File: config.mk
export PLATFORM = sky130hd
export DESIGN_NAME = per_sensor_running_average
export DESIGN_NICKNAME = d
export VERILOG_FILES = /design/src/hdl/psra_pkg.sv /design/src/hdl/psra_front.sv /design/src/hdl/psra_queue.sv /design/src/hdl/psra_back.sv /design/src/hdl/per_sensor_running_average.sv
export SDC_FILE = /design/constraint.sdc
export NUM_CORES = 2
export LEC_CHECK = 0
export BUFFER_PORTS_ARGS = -buffer_cell sky130_fd_sc_hd__clkbuf_2
export CORE_ASPECT_RATIO = 1.2
export CORE_MARGIN = 5
export CORE_UTILIZATION = 45
export DETAILED_ROUTE_END_ITERATION = 8
export GPL_TIMING_DRIVEN = 0
export PLACE_DENSITY = 0.59
export SLEW_MARGIN = 10
export SYNTH_ARGS = -nofsm -noshare
export SYNTH_HDL_FRONTEND = slang
export SYNTH_SLANG_ARGS = --single-unit
File: constraint.sdc
create_clock -name clk_i -period 13.8 [get_ports clk_i]
set_input_delay 4.14 -clock clk_i [delete_from_list [all_inputs] [get_ports clk_i]]
set_output_delay 4.14 -clock clk_i [all_outputs]
set_load 0.03 [all_outputs]
File: src/hdl/psra_pkg.sv
// Shared types and constants for the per-sensor running average block.
`default_nettype none
package psra_pkg;

  localparam int unsigned ValueW = 16;
  localparam int unsigned IdW    = 16;
  localparam int unsigned TimeW  = 34;
  localparam int unsigned LimitW = 15;

  localparam logic [LimitW-1:0] ValueLimitRst = 15'd17920;
  localparam logic [TimeW-1:0]  TimeLowRst    = 34'd1640000000;
  localparam logic [TimeW-1:0]  TimeHighRst   = 34'd10000000000;

  localparam logic [1:0] CfgValueLimit = 2'd0;
  localparam logic [1:0] CfgTimeLow    = 2'd1;
  localparam logic [1:0] CfgTimeHigh   = 2'd2;

  localparam logic [1:0] StatusOk      = 2'd0;
  localparam logic [1:0] StatusRange   = 2'd1;
  localparam logic [1:0] StatusUnknown = 2'd2;
  localparam logic [1:0] StatusFull    = 2'd3;

  localparam logic ModeLoad = 1'b0;

  typedef enum logic [1:0] {
    CMD_LOAD   = 2'd0,
    CMD_REJECT = 2'd1,
    CMD_READ   = 2'd2
  } cmd_kind_e;

  typedef struct packed {
    cmd_kind_e                kind;
    logic [IdW-1:0]           sensor;
    logic [IdW-1:0]           room;
    logic signed [ValueW-1:0] value;
  } cmd_t;

  typedef struct packed {
    logic push;
    logic pop;
  } q_ctrl_t;

  typedef struct packed {
    logic full;
    logic empty;
  } q_stat_t;

endpackage
`default_nettype wire

File: src/hdl/psra_front.sv
// Front end: configuration registers, item capture and range classification.
`default_nettype none
module psra_front (
  input  wire logic                         clk_i,
  input  wire logic                         rst_ni,
  input  wire logic                         cfg_valid_i,
  input  wire logic [1:0]                   cfg_index_i,
  input  wire logic [psra_pkg::TimeW-1:0]   cfg_data_i,
  input  wire logic                         mode_i,
  input  wire logic [psra_pkg::IdW-1:0]     sensor_id_i,
  input  wire logic [psra_pkg::IdW-1:0]     room_i,
  input  wire logic signed [psra_pkg::ValueW-1:0] reading_value_i,
  input  wire logic [psra_pkg::TimeW-1:0]   timestamp_i,
  output psra_pkg::cmd_t                    cmd_o
);

  logic [psra_pkg::LimitW-1:0] value_limit_q;
  logic [psra_pkg::TimeW-1:0]  time_low_q;
  logic [psra_pkg::TimeW-1:0]  time_high_q;
  logic signed [psra_pkg::ValueW:0] val_ext;
  logic signed [psra_pkg::ValueW:0] lim_pos;
  logic                        out_of_range;

  always_ff @(posedge clk_i or negedge rst_ni) begin
    if (!rst_ni) begin
      value_limit_q <= psra_pkg::ValueLimitRst;
      time_low_q    <= psra_pkg::TimeLowRst;
      time_high_q   <= psra_pkg::TimeHighRst;
    end else if (cfg_valid_i) begin
      case (cfg_index_i)
        psra_pkg::CfgValueLimit: value_limit_q <= cfg_data_i[psra_pkg::LimitW-1:0];
        psra_pkg::CfgTimeLow:    time_low_q    <= cfg_data_i;
        psra_pkg::CfgTimeHigh:   time_high_q   <= cfg_data_i;
        default: ;
      endcase
    end
  end

  assign val_ext = {reading_value_i[psra_pkg::ValueW-1], reading_value_i};
  assign lim_pos = {2'b00, value_limit_q};

  assign out_of_range = (val_ext > lim_pos) || (val_ext < -lim_pos) ||
                        (timestamp_i < time_low_q) || (timestamp_i > time_high_q);

  always_comb begin
    cmd_o.sensor = sensor_id_i;
    cmd_o.room   = room_i;
    cmd_o.value  = reading_value_i;
    if (mode_i == psra_pkg::ModeLoad) begin
      cmd_o.kind = psra_pkg::CMD_LOAD;
    end else if (out_of_range) begin
      cmd_o.kind = psra_pkg::CMD_REJECT;
    end else begin
      cmd_o.kind = psra_pkg::CMD_READ;
    end
  end

endmodule
`default_nettype wire

File: src/hdl/psra_queue.sv
// Two-entry command queue between the front end and the back end.
`default_nettype none
module psra_queue (
  input  wire logic           clk_i,
  input  wire logic           rst_ni,
  input  psra_pkg::q_ctrl_t   ctrl_i,
  input  psra_pkg::cmd_t      cmd_i,
  output psra_pkg::cmd_t      cmd_o,
  output psra_pkg::q_stat_t   stat_o
);

  psra_pkg::cmd_t slot_q [2];
  logic       wr_ptr_q, rd_ptr_q;
  logic [1:0] count_q;

  always_ff @(posedge clk_i) begin
    if (ctrl_i.push) begin
      slot_q[wr_ptr_q] <= cmd_i;
    end
  end

  always_ff @(posedge clk_i or negedge rst_ni) begin
    if (!rst_ni) begin
      wr_ptr_q <= 1'b0;
      rd_ptr_q <= 1'b0;
      count_q  <= 2'd0;
    end else begin
      if (ctrl_i.push) wr_ptr_q <= ~wr_ptr_q;
      if (ctrl_i.pop)  rd_ptr_q <= ~rd_ptr_q;
      count_q <= count_q + {1'b0, ctrl_i.push} - {1'b0, ctrl_i.pop};
    end
  end

  assign cmd_o        = slot_q[rd_ptr_q];
  assign stat_o.full  = (count_q == 2'd2);
  assign stat_o.empty = (count_q == 2'd0);

  a_no_overflow: assert property (@(posedge clk_i) disable iff (!rst_ni)
    stat_o.full |-> !ctrl_i.push)
    else $error("queue push while full");
  a_no_underflow: assert property (@(posedge clk_i) disable iff (!rst_ni)
    stat_o.empty |-> !ctrl_i.pop)
    else $error("queue pop while empty");
  a_count_bound: assert property (@(posedge clk_i) disable iff (!rst_ni)
    count_q != 2'd3)
    else $error("queue count out of range");

endmodule
`default_nettype wire

File: src/hdl/psra_back.sv
// Back end: sensor table, sample memory, window sum and divide by the window length.
`default_nettype none
module psra_back #(
  parameter int unsigned WINDOW_LEN  = 5,
  parameter int unsigned MAX_SENSORS = 8
) (
  input  wire logic                          clk_i,
  input  wire logic                          rst_ni,
  input  psra_pkg::cmd_t                     cmd_i,
  input  wire logic                          cmd_valid_i,
  output logic                               pop_o,
  output logic                               done_o,
  output logic [1:0]                         status_o,
  output logic [psra_pkg::IdW-1:0]           room_of_sensor_o,
  output logic signed [psra_pkg::ValueW-1:0] average_o,
  output logic                               window_full_o
);

  localparam int unsigned EB   = (MAX_SENSORS > 1) ? $clog2(MAX_SENSORS) : 1;
  localparam int unsigned CB   = $clog2(MAX_SENSORS + 1);
  localparam int unsigned SW   = (WINDOW_LEN > 1) ? $clog2(WINDOW_LEN) : 1;
  localparam int unsigned FW   = $clog2(WINDOW_LEN + 1);
  localparam int unsigned DEP  = MAX_SENSORS * WINDOW_LEN;
  localparam int unsigned AW   = (DEP > 1) ? $clog2(DEP) : 1;
  localparam int unsigned SUMW = psra_pkg::ValueW + $clog2(WINDOW_LEN) + 1;
  localparam int unsigned LB   = $clog2(WINDOW_LEN);
  localparam int unsigned RS   = SUMW + LB;
  localparam int unsigned MW   = RS + 1;
  localparam int unsigned PW   = SUMW + MW;
  localparam logic [FW-1:0]  WinLen  = FW'(WINDOW_LEN);
  localparam logic [SW-1:0]  LastSlot = SW'(WINDOW_LEN - 1);
  localparam logic [MW-1:0]  Recip   =
    MW'(((64'd1 << RS) + 64'(WINDOW_LEN) - 64'd1) / 64'(WINDOW_LEN));
  localparam logic [CB-1:0]  MaxCnt  = CB'(MAX_SENSORS);

  typedef enum logic [5:0] {
    S_IDLE = 6'b000001,
    S_LOOK = 6'b000010,
    S_SUM  = 6'b000100,
    S_PREP = 6'b001000,
    S_DIV  = 6'b010000,
    S_FIN  = 6'b100000
  } state_e;

  state_e state_q, state_d;

  logic                       valid_q  [MAX_SENSORS];
  logic [psra_pkg::IdW-1:0]   sensor_q [MAX_SENSORS];
  logic [psra_pkg::IdW-1:0]   room_q   [MAX_SENSORS];
  logic [FW-1:0]              fill_q   [MAX_SENSORS];
  logic [SW-1:0]              oldest_q [MAX_SENSORS];
  logic [CB-1:0]              loaded_q;

  logic signed [psra_pkg::ValueW-1:0] mem [DEP];
  logic signed [psra_pkg::ValueW-1:0] rdata_q;

  psra_pkg::cmd_t       cmd_q;
  logic [EB-1:0]        ent_q;
  logic [AW-1:0]        base_q;
  logic [FW-1:0]        cnt_q;
  logic signed [SUMW-1:0] acc_q;
  logic [SUMW-1:0]      mag_q;
  logic                 neg_q;
  logic [PW-1:0]        prod_q;

  logic                 done_q;
  logic [1:0]           status_q;
  logic [psra_pkg::IdW-1:0] room_out_q;
  logic signed [psra_pkg::ValueW-1:0] avg_q;
  logic                 full_q;

  // Lookup: highest matching index wins, which is the entry loaded last.
  logic          hit;
  logic [EB-1:0] hit_idx;
  always_comb begin
    hit     = 1'b0;
    hit_idx = '0;
    for (int i = 0; i < MAX_SENSORS; i++) begin
      if (valid_q[i] && sensor_q[i] == cmd_q.sensor) begin
        hit     = 1'b1;
        hit_idx = EB'(i);
      end
    end
  end

  logic [FW-1:0] sel_fill;
  logic [SW-1:0] sel_oldest, slot;
  logic          was_full;
  logic [FW-1:0] new_fill;
  logic [AW-1:0] look_base, wr_addr, rd_addr;
  assign sel_fill   = fill_q[hit_idx];
  assign sel_oldest = oldest_q[hit_idx];
  assign was_full   = (sel_fill >= WinLen);
  assign slot       = was_full ? sel_oldest : sel_fill[SW-1:0];
  assign new_fill   = was_full ? sel_fill : sel_fill + FW'(1);
  assign look_base  = AW'(AW'(hit_idx) * AW'(WINDOW_LEN));
  assign wr_addr    = look_base + AW'(slot);
  assign rd_addr    = base_q + AW'(cnt_q);

  logic mem_we;
  assign mem_we = (state_q == S_LOOK) && hit;

  always_ff @(posedge clk_i) begin
    if (mem_we) begin
      mem[wr_addr] <= cmd_q.value;
    end
    rdata_q <= mem[rd_addr];
  end

  logic signed [SUMW-1:0] acc_next;
  assign acc_next = acc_q + SUMW'(rdata_q);

  assign pop_o = (state_q == S_IDLE) && cmd_valid_i;

  always_comb begin
    state_d = state_q;
    case (state_q)
      S_IDLE: if (cmd_valid_i && cmd_i.kind == psra_pkg::CMD_READ) state_d = S_LOOK;
      S_LOOK: if (hit && new_fill == WinLen) state_d = S_SUM;
              else state_d = S_IDLE;
      S_SUM:  if (cnt_q == WinLen) state_d = S_PREP;
      S_PREP: state_d = S_DIV;
      S_DIV:  state_d = S_FIN;
      S_FIN:  state_d = S_IDLE;
      default: state_d = S_IDLE;
    endcase
  end

  always_ff @(posedge clk_i or negedge rst_ni) begin
    if (!rst_ni) begin
      state_q  <= S_IDLE;
      loaded_q <= '0;
      done_q   <= 1'b0;
      for (int i = 0; i < MAX_SENSORS; i++) begin
        valid_q[i]  <= 1'b0;
        fill_q[i]   <= '0;
        oldest_q[i] <= '0;
      end
    end else begin
      state_q <= state_d;
      done_q  <= 1'b0;
      case (state_q)
        S_IDLE: begin
          if (cmd_valid_i && cmd_i.kind == psra_pkg::CMD_LOAD) begin
            done_q <= 1'b1;
            if (loaded_q < MaxCnt) begin
              valid_q[loaded_q[EB-1:0]]  <= 1'b1;
              fill_q[loaded_q[EB-1:0]]   <= '0;
              oldest_q[loaded_q[EB-1:0]] <= '0;
              loaded_q <= loaded_q + CB'(1);
            end
          end else if (cmd_valid_i && cmd_i.kind == psra_pkg::CMD_REJECT) begin
            done_q <= 1'b1;
          end
        end
        S_LOOK: begin
          if (!hit || new_fill != WinLen) done_q <= 1'b1;
          if (hit) begin
            fill_q[hit_idx] <= new_fill;
            if (was_full) oldest_q[hit_idx] <= (slot == LastSlot) ? '0 : slot + SW'(1);
          end
        end
        S_FIN: done_q <= 1'b1;
        default: ;
      endcase
    end
  end

  // Entry ids, rooms and the datapath registers carry no reset.
  always_ff @(posedge clk_i) begin
    case (state_q)
      S_IDLE: begin
        cmd_q <= cmd_i;
        room_out_q <= '0;
        avg_q      <= '0;
        full_q     <= 1'b0;
        if (cmd_i.kind == psra_pkg::CMD_LOAD) begin
          if (loaded_q < MaxCnt) begin
            sensor_q[loaded_q[EB-1:0]] <= cmd_i.sensor;
            room_q[loaded_q[EB-1:0]]   <= cmd_i.room;
            status_q   <= psra_pkg::StatusOk;
            room_out_q <= cmd_i.room;
          end else begin
            status_q <= psra_pkg::StatusFull;
          end
        end else begin
          status_q <= psra_pkg::StatusRange;
        end
      end
      S_LOOK: begin
        ent_q  <= hit_idx;
        base_q <= look_base;
        cnt_q  <= '0;
        acc_q  <= '0;
        if (hit) begin
          status_q   <= psra_pkg::StatusOk;
          room_out_q <= room_q[hit_idx];
        end else begin
          status_q <= psra_pkg::StatusUnknown;
        end
      end
      S_SUM: begin
        cnt_q <= cnt_q + FW'(1);
        if (cnt_q != '0) acc_q <= acc_next;
      end
      S_PREP: begin
        neg_q  <= acc_q[SUMW-1];
        mag_q  <= acc_q[SUMW-1] ? SUMW'(-acc_q) : acc_q;
      end
      // The divide is a multiply by the rounded-up reciprocal of the window length;
      // the extra LB fraction bits make the quotient exact for every sum magnitude.
      S_DIV: begin
        prod_q <= PW'(mag_q) * PW'(Recip);
      end
      S_FIN: begin
        room_out_q <= room_q[ent_q];
        full_q     <= 1'b1;
        avg_q      <= neg_q ? -prod_q[RS +: psra_pkg::ValueW] :
                              prod_q[RS +: psra_pkg::ValueW];
      end
      default: ;
    endcase
  end

  assign done_o           = done_q;
  assign status_o         = status_q;
  assign room_of_sensor_o = room_out_q;
  assign average_o        = avg_q;
  assign window_full_o    = full_q;

  a_loaded_bound: assert property (@(posedge clk_i) disable iff (!rst_ni)
    loaded_q <= MaxCnt)
    else $error("entry count above table size");
  a_sum_bound: assert property (@(posedge clk_i) disable iff (!rst_ni)
    state_q == S_SUM |-> cnt_q <= WinLen)
    else $error("window read index out of range");
  a_fail_zero: assert property (@(posedge clk_i) disable iff (!rst_ni)
    done_q && status_q != psra_pkg::StatusOk |->
      room_out_q == '0 && avg_q == '0 && !full_q)
    else $error("failed item carries payload");
  a_pop_idle: assert property (@(posedge clk_i) disable iff (!rst_ni)
    pop_o |=> !(state_q == S_SUM || state_q == S_DIV || state_q == S_FIN))
    else $error("back end left idle on a quick command");

endmodule
`default_nettype wire

File: src/hdl/per_sensor_running_average.sv
// Top level of the per-sensor running average block.
//
//  channel  | handshake              | payload
//  ---------+------------------------+-------------------------------------------------
//  command  | start / busy           | mode_i sensor_id_i room_i reading_value_i timestamp_i
//  result   | done_o (one cycle)     | status_o room_of_sensor_o average_o window_full_o
//  config   | cfg_valid_i/cfg_ready_o| cfg_index_i cfg_data_i
//
// A load, a range rejection, an unknown id or a reading short of a full window gives its
// result from the back end's idle or lookup state. A reading that fills the window goes on
// through the window sum, with one sample memory read per cycle, and a registered
// reciprocal multiply for the divide. A two-entry queue holds commands; busy is high
// while it is full. Reset clears the table and loads the default limits; no clearing pass.
`default_nettype none
module per_sensor_running_average #(
  parameter int unsigned WINDOW_LEN  = 5,
  parameter int unsigned MAX_SENSORS = 8
) (
  input  wire logic                                clk_i,
  input  wire logic                                rst_ni,
  input  wire logic                                start,
  output logic                                     busy,
  input  wire logic                                mode_i,
  input  wire logic [psra_pkg::IdW-1:0]            sensor_id_i,
  input  wire logic [psra_pkg::IdW-1:0]            room_i,
  input  wire logic signed [psra_pkg::ValueW-1:0]  reading_value_i,
  input  wire logic [psra_pkg::TimeW-1:0]          timestamp_i,
  output logic                                     done_o,
  output logic [1:0]                               status_o,
  output logic [psra_pkg::IdW-1:0]                 room_of_sensor_o,
  output logic signed [psra_pkg::ValueW-1:0]       average_o,
  output logic                                     window_full_o,
  input  wire logic                                cfg_valid_i,
  output logic                                     cfg_ready_o,
  input  wire logic [1:0]                          cfg_index_i,
  input  wire logic [psra_pkg::TimeW-1:0]          cfg_data_i
);

  psra_pkg::cmd_t    front_cmd, queue_cmd;
  psra_pkg::q_ctrl_t q_ctrl;
  psra_pkg::q_stat_t q_stat;
  logic              accept, pop;

  assign busy        = q_stat.full;
  assign cfg_ready_o = 1'b1;
  assign accept      = start && !busy;

  psra_front u_front (
    .clk_i,
    .rst_ni,
    .cfg_valid_i,
    .cfg_index_i,
    .cfg_data_i,
    .mode_i,
    .sensor_id_i,
    .room_i,
    .reading_value_i,
    .timestamp_i,
    .cmd_o    (front_cmd)
  );

  assign q_ctrl.push = accept;
  assign q_ctrl.pop  = pop;

  psra_queue u_queue (
    .clk_i,
    .rst_ni,
    .ctrl_i (q_ctrl),
    .cmd_i  (front_cmd),
    .cmd_o  (queue_cmd),
    .stat_o (q_stat)
  );

  psra_back #(
    .WINDOW_LEN  (WINDOW_LEN),
    .MAX_SENSORS (MAX_SENSORS)
  ) u_back (
    .clk_i,
    .rst_ni,
    .cmd_i            (queue_cmd),
    .cmd_valid_i      (!q_stat.empty),
    .pop_o            (pop),
    .done_o,
    .status_o,
    .room_of_sensor_o,
    .average_o,
    .window_full_o
  );

endmodule
`default_nettype wire
==> flow_summary.yaml <==
timing:
  period_minus_slack_ns: 7.88
  grt_setup_unrepaired: "no"
  clock.fmax_mhz: 127
  final-setup-viol-count: 0
  fin_crit_sh: 0.571
  hold_viol_final: 0
  maxSlewViolCount: 0
  layout_setup_ws_ns: 5.92
  slew-limit-headroom: 0.0751
  holdWs_ns: 0.477
  worstMarginPinSlew_ns: 1.38
  fin_tns_setup_ns: 0
  finClkSkew_ns: 0.0232
floorplanning:
  die_h_um: 419
  coreArea_um2: 139000
  initial_utilization: 0.451
  io_pins: 161
  rows: 150
  die_w_um: 351
  die_area_um2: 147000
clock_tree:
  ctsHoldBuffers: 0
  clk_latency_ns: 0.77
  root_buffer: "clkbuf_16"
  numCtsBuffers: 138
  cts_setup_buffers: 0
  cts_buffer_depth: 3
  h-tree-depth: 4
  clk_pin_slew_worst_paths_ns: 0.06
  cts_resized: 0
  cts_num_sinks: 1303
  cts_tree: "built"
finish:
  seq_area_um2: 38200
  syn2layout_area_growth_pct: 14.4
  fill_cells: 11600
  stdcell_count: 6357
  multiInputGateArea_um2: 22600
  fin_nets: 5014
  final_common_cell: "edfxtp_1"
  mostFrequentLayoutCells: "edfxtp_1, inv_1, ha_1"
  drive_above_1_share: 0.204
placed_design:
  place.gp.congestion: 0.885
  io_buffers: 159
  dp.cells: 6105
  pre_cts_ws_ns: 5.84
  place_hpwl_mm: 109
critical_path:
  cp-startpoint: "u_back.cmd_q[43]"
  reg2reg_depth: 19
  cp.arrival_ns: 8.35
  start_kind: "register"
  critPathKind: "reg2reg"
  cp_max_fo: 10
  endpoint_kind: "register"
  critPathRequiredTime_ns: 14.26
  crit_end: "u_back.mem[30][14]"
  reg2reg_slack_ns: 5.92
  r2r-start: "u_back.cmd_q[43]"
  r2r_end: "u_back.mem[30][14]"
flow_run:
  drv_cap: 0
global_routing:
  antenna_found_initial: 9
  grt_pass1_wl_mm: 229
  track_usage: 0.209
  overflow: 0
  grt_max_degree: 88
  first_global_vias: 36900
synth:
  syn_area_um2: 62600
  synth-seq-cells: 1303
  ys_seq_area_frac: 0.610
  synthArstFlopShare: 0.118
  synthesis.instances: 4053
  ys_warn_count: 0
  synth_flop_cell: "edfxtp_1"
  synthDistinctLibCells: 88
  ys_top_cells_by_area: "edfxtp_1, mux4_2, ha_1, dfrtp_1, fa_1"
  yosysTopAreaCellShare: 0.542
  synth_fp_nets: 4642
  yosys.area.top_type: "edfxtp_1"
  synth_edf_count: 1130
  avgSynthCellArea_um2: 15.5
pwr:
  p_switching_mw: 3.27
  comb_power_share: 0.204
  irDropWorstVdd_mv: 0.120
  power.density_nw_per_um2: 157
  power.internal_mw: 7.96
  clkPwrFrac: 0.318
  switching_share: 0.291
  p_leak_nw: 26.8
  power_frac_seq: 0.478
  power_mw: 11.2
route:
  dr.pass1.iters: 5
  top_layer: "met5"
  drc_errors: 0
  wl_per_cell_um: 23.7
  postRouteAntennaNets: 0
  wl_met2_mm: 76.1
  vias_per_cell: 5.55
  wl_met1_mm: 61.4
  drt-total-wl_mm: 151
  drt_iter0_drc: 2593
  vias: 35300
  wl_met3_mm: 8.00
min_path:
  hold_depth: 1
  hp-class: "reg2reg"
outcome:
  status: "finished clean"
[Yosys cell counts (11+ instances only)]
cell type	n
edfxtp_1	1130
inv_1	381
ha_1	324
mux4_2	224
nor2_1	192
o21ai_0	152
nand2_1	145
fa_1	142
mux2_2	131
dfrtp_1	130
xnor2_1	124
xor2_1	96
clkbuf_1	90
a21oi_1	70
a21o_1	51
nor3_1	49
mux2i_1	48
nor2b_1	44
nand4_1	38
nand3_1	36
a211oi_1	35
nor4_1	33
dfstp_2	24
buf_1	22
dfxtp_1	19
nand2b_1	19
o221ai_1	19
a41oi_1	17
and3_1	17
nand3b_1	16
or3_1	16
or2_2	14
buf_4	12
o31ai_1	12
o21a_1	11
[cells by family after synthesis]
logic type,Yosys count,share of synthesized area
AO/OA/AOI/OAI,463,0.0495
other,1,0.0000599
buffers and inverters,514,0.0320
multiplexers,403,0.112
XOR/XNOR,220,0.0308
adder cells (fa/ha/maj),466,0.110
AND/OR/NAND/NOR,683,0.0560
flip-flops,1303,0.610
[worst max-delay path: stages, from the launching register on]
cell and delay, ns:
edfxtp_1 0.35, buf_4 0.19, xnor2_1 0.52, nor4b_1 0.57
nand4bb_1 0.26, o211ai_1 1.14, o22ai_1 0.19, a31o_2 0.31
o311ai_2 0.13, nor2_1 0.18, ha_1 0.28, nor3_4 0.41
or2_2 0.23, o21ai_0 0.23, ha_1 0.32, fa_1 0.43
xor2_1 0.39, nand3_1 0.49, nor2_2 0.72, buf_8 0.23
[metrics by stage]
| stage | instance area [µm²] | utilization |
|---|---|---|
| after global placement | 65700 | 0.473 |
| after CTS | 71500 | 0.515 |
| final | 71600 | 0.516 |
| after global routing | 71600 | 0.516 |
| after floorplan | 62600 | - |
| after detailed placement | 67200 | 0.484 |
[sequential cells by signal, summed over array words and instances (netlist names), 3 cells and up, named ones only]
signal and flops:
u_back.mem 640, u_back.state_q 6, u_back.fill_q 24, u_back.base_q 6
u_front.value_limit_q 15, u_back.valid_q 8, u_back.loaded_q 4, u_back.oldest_q 24
u_back.mag_q 20, u_back.cnt_q 3, u_back.prod_q 16, u_back.average_o 16
u_back.rdata_q 16, u_back.sensor_q 128, u_back.cmd_q 32, u_back.room_of_sensor_o 16
u_queue.slot_q 100, u_front.time_high_q 34, u_front.time_low_q 34, u_back.room_q 128
u_back.acc_q 20
[how the worst min path moves through the flow]
stage,endpoint,from
after floorplan,register,u_back.ent_q[2]
after global placement,u_back.fill_q[7],u_back.fill_q[7]
after detailed placement,u_back.valid_q[7],u_back.valid_q[7]
after CTS,u_back.valid_q[1],u_back.valid_q[1]
after global routing,u_back.fill_q[22],u_back.fill_q[22]
final,u_back.valid_q[1],u_back.valid_q[1]
[power groups by stage]
stage	Clock (mW)	Sequential, mW	Combinational [mW]
after CTS	3.65	5.42	2.25
after floorplan	0	5.51	1.21
after global routing	3.82	5.41	2.48
after global placement	0	5.64	1.91
after detailed placement	0	5.50	2.24
final	3.57	5.37	2.29
[cell type report]
cell class | instances | area share
antenna | 2 | 0.0000699
buffer | 133 | 0.00803
clock buffer | 184 | 0.0529
clock inverter | 62 | 0.00770
inverter | 381 | 0.0200
multi-input combinational | 2236 | 0.316
sequential | 1303 | 0.533
tap | 1824 | 0.0319
timing repair buffer | 232 | 0.0301
[per-layer routing]
layer,GRT usage,vias up
li1,-,16100
met1,0.269,17900
met2,0.360,1044
met3,0.0326,254
met4,0.0738,12
met5,0,-
No activity file was read; power rests on OpenSTA's default activity.
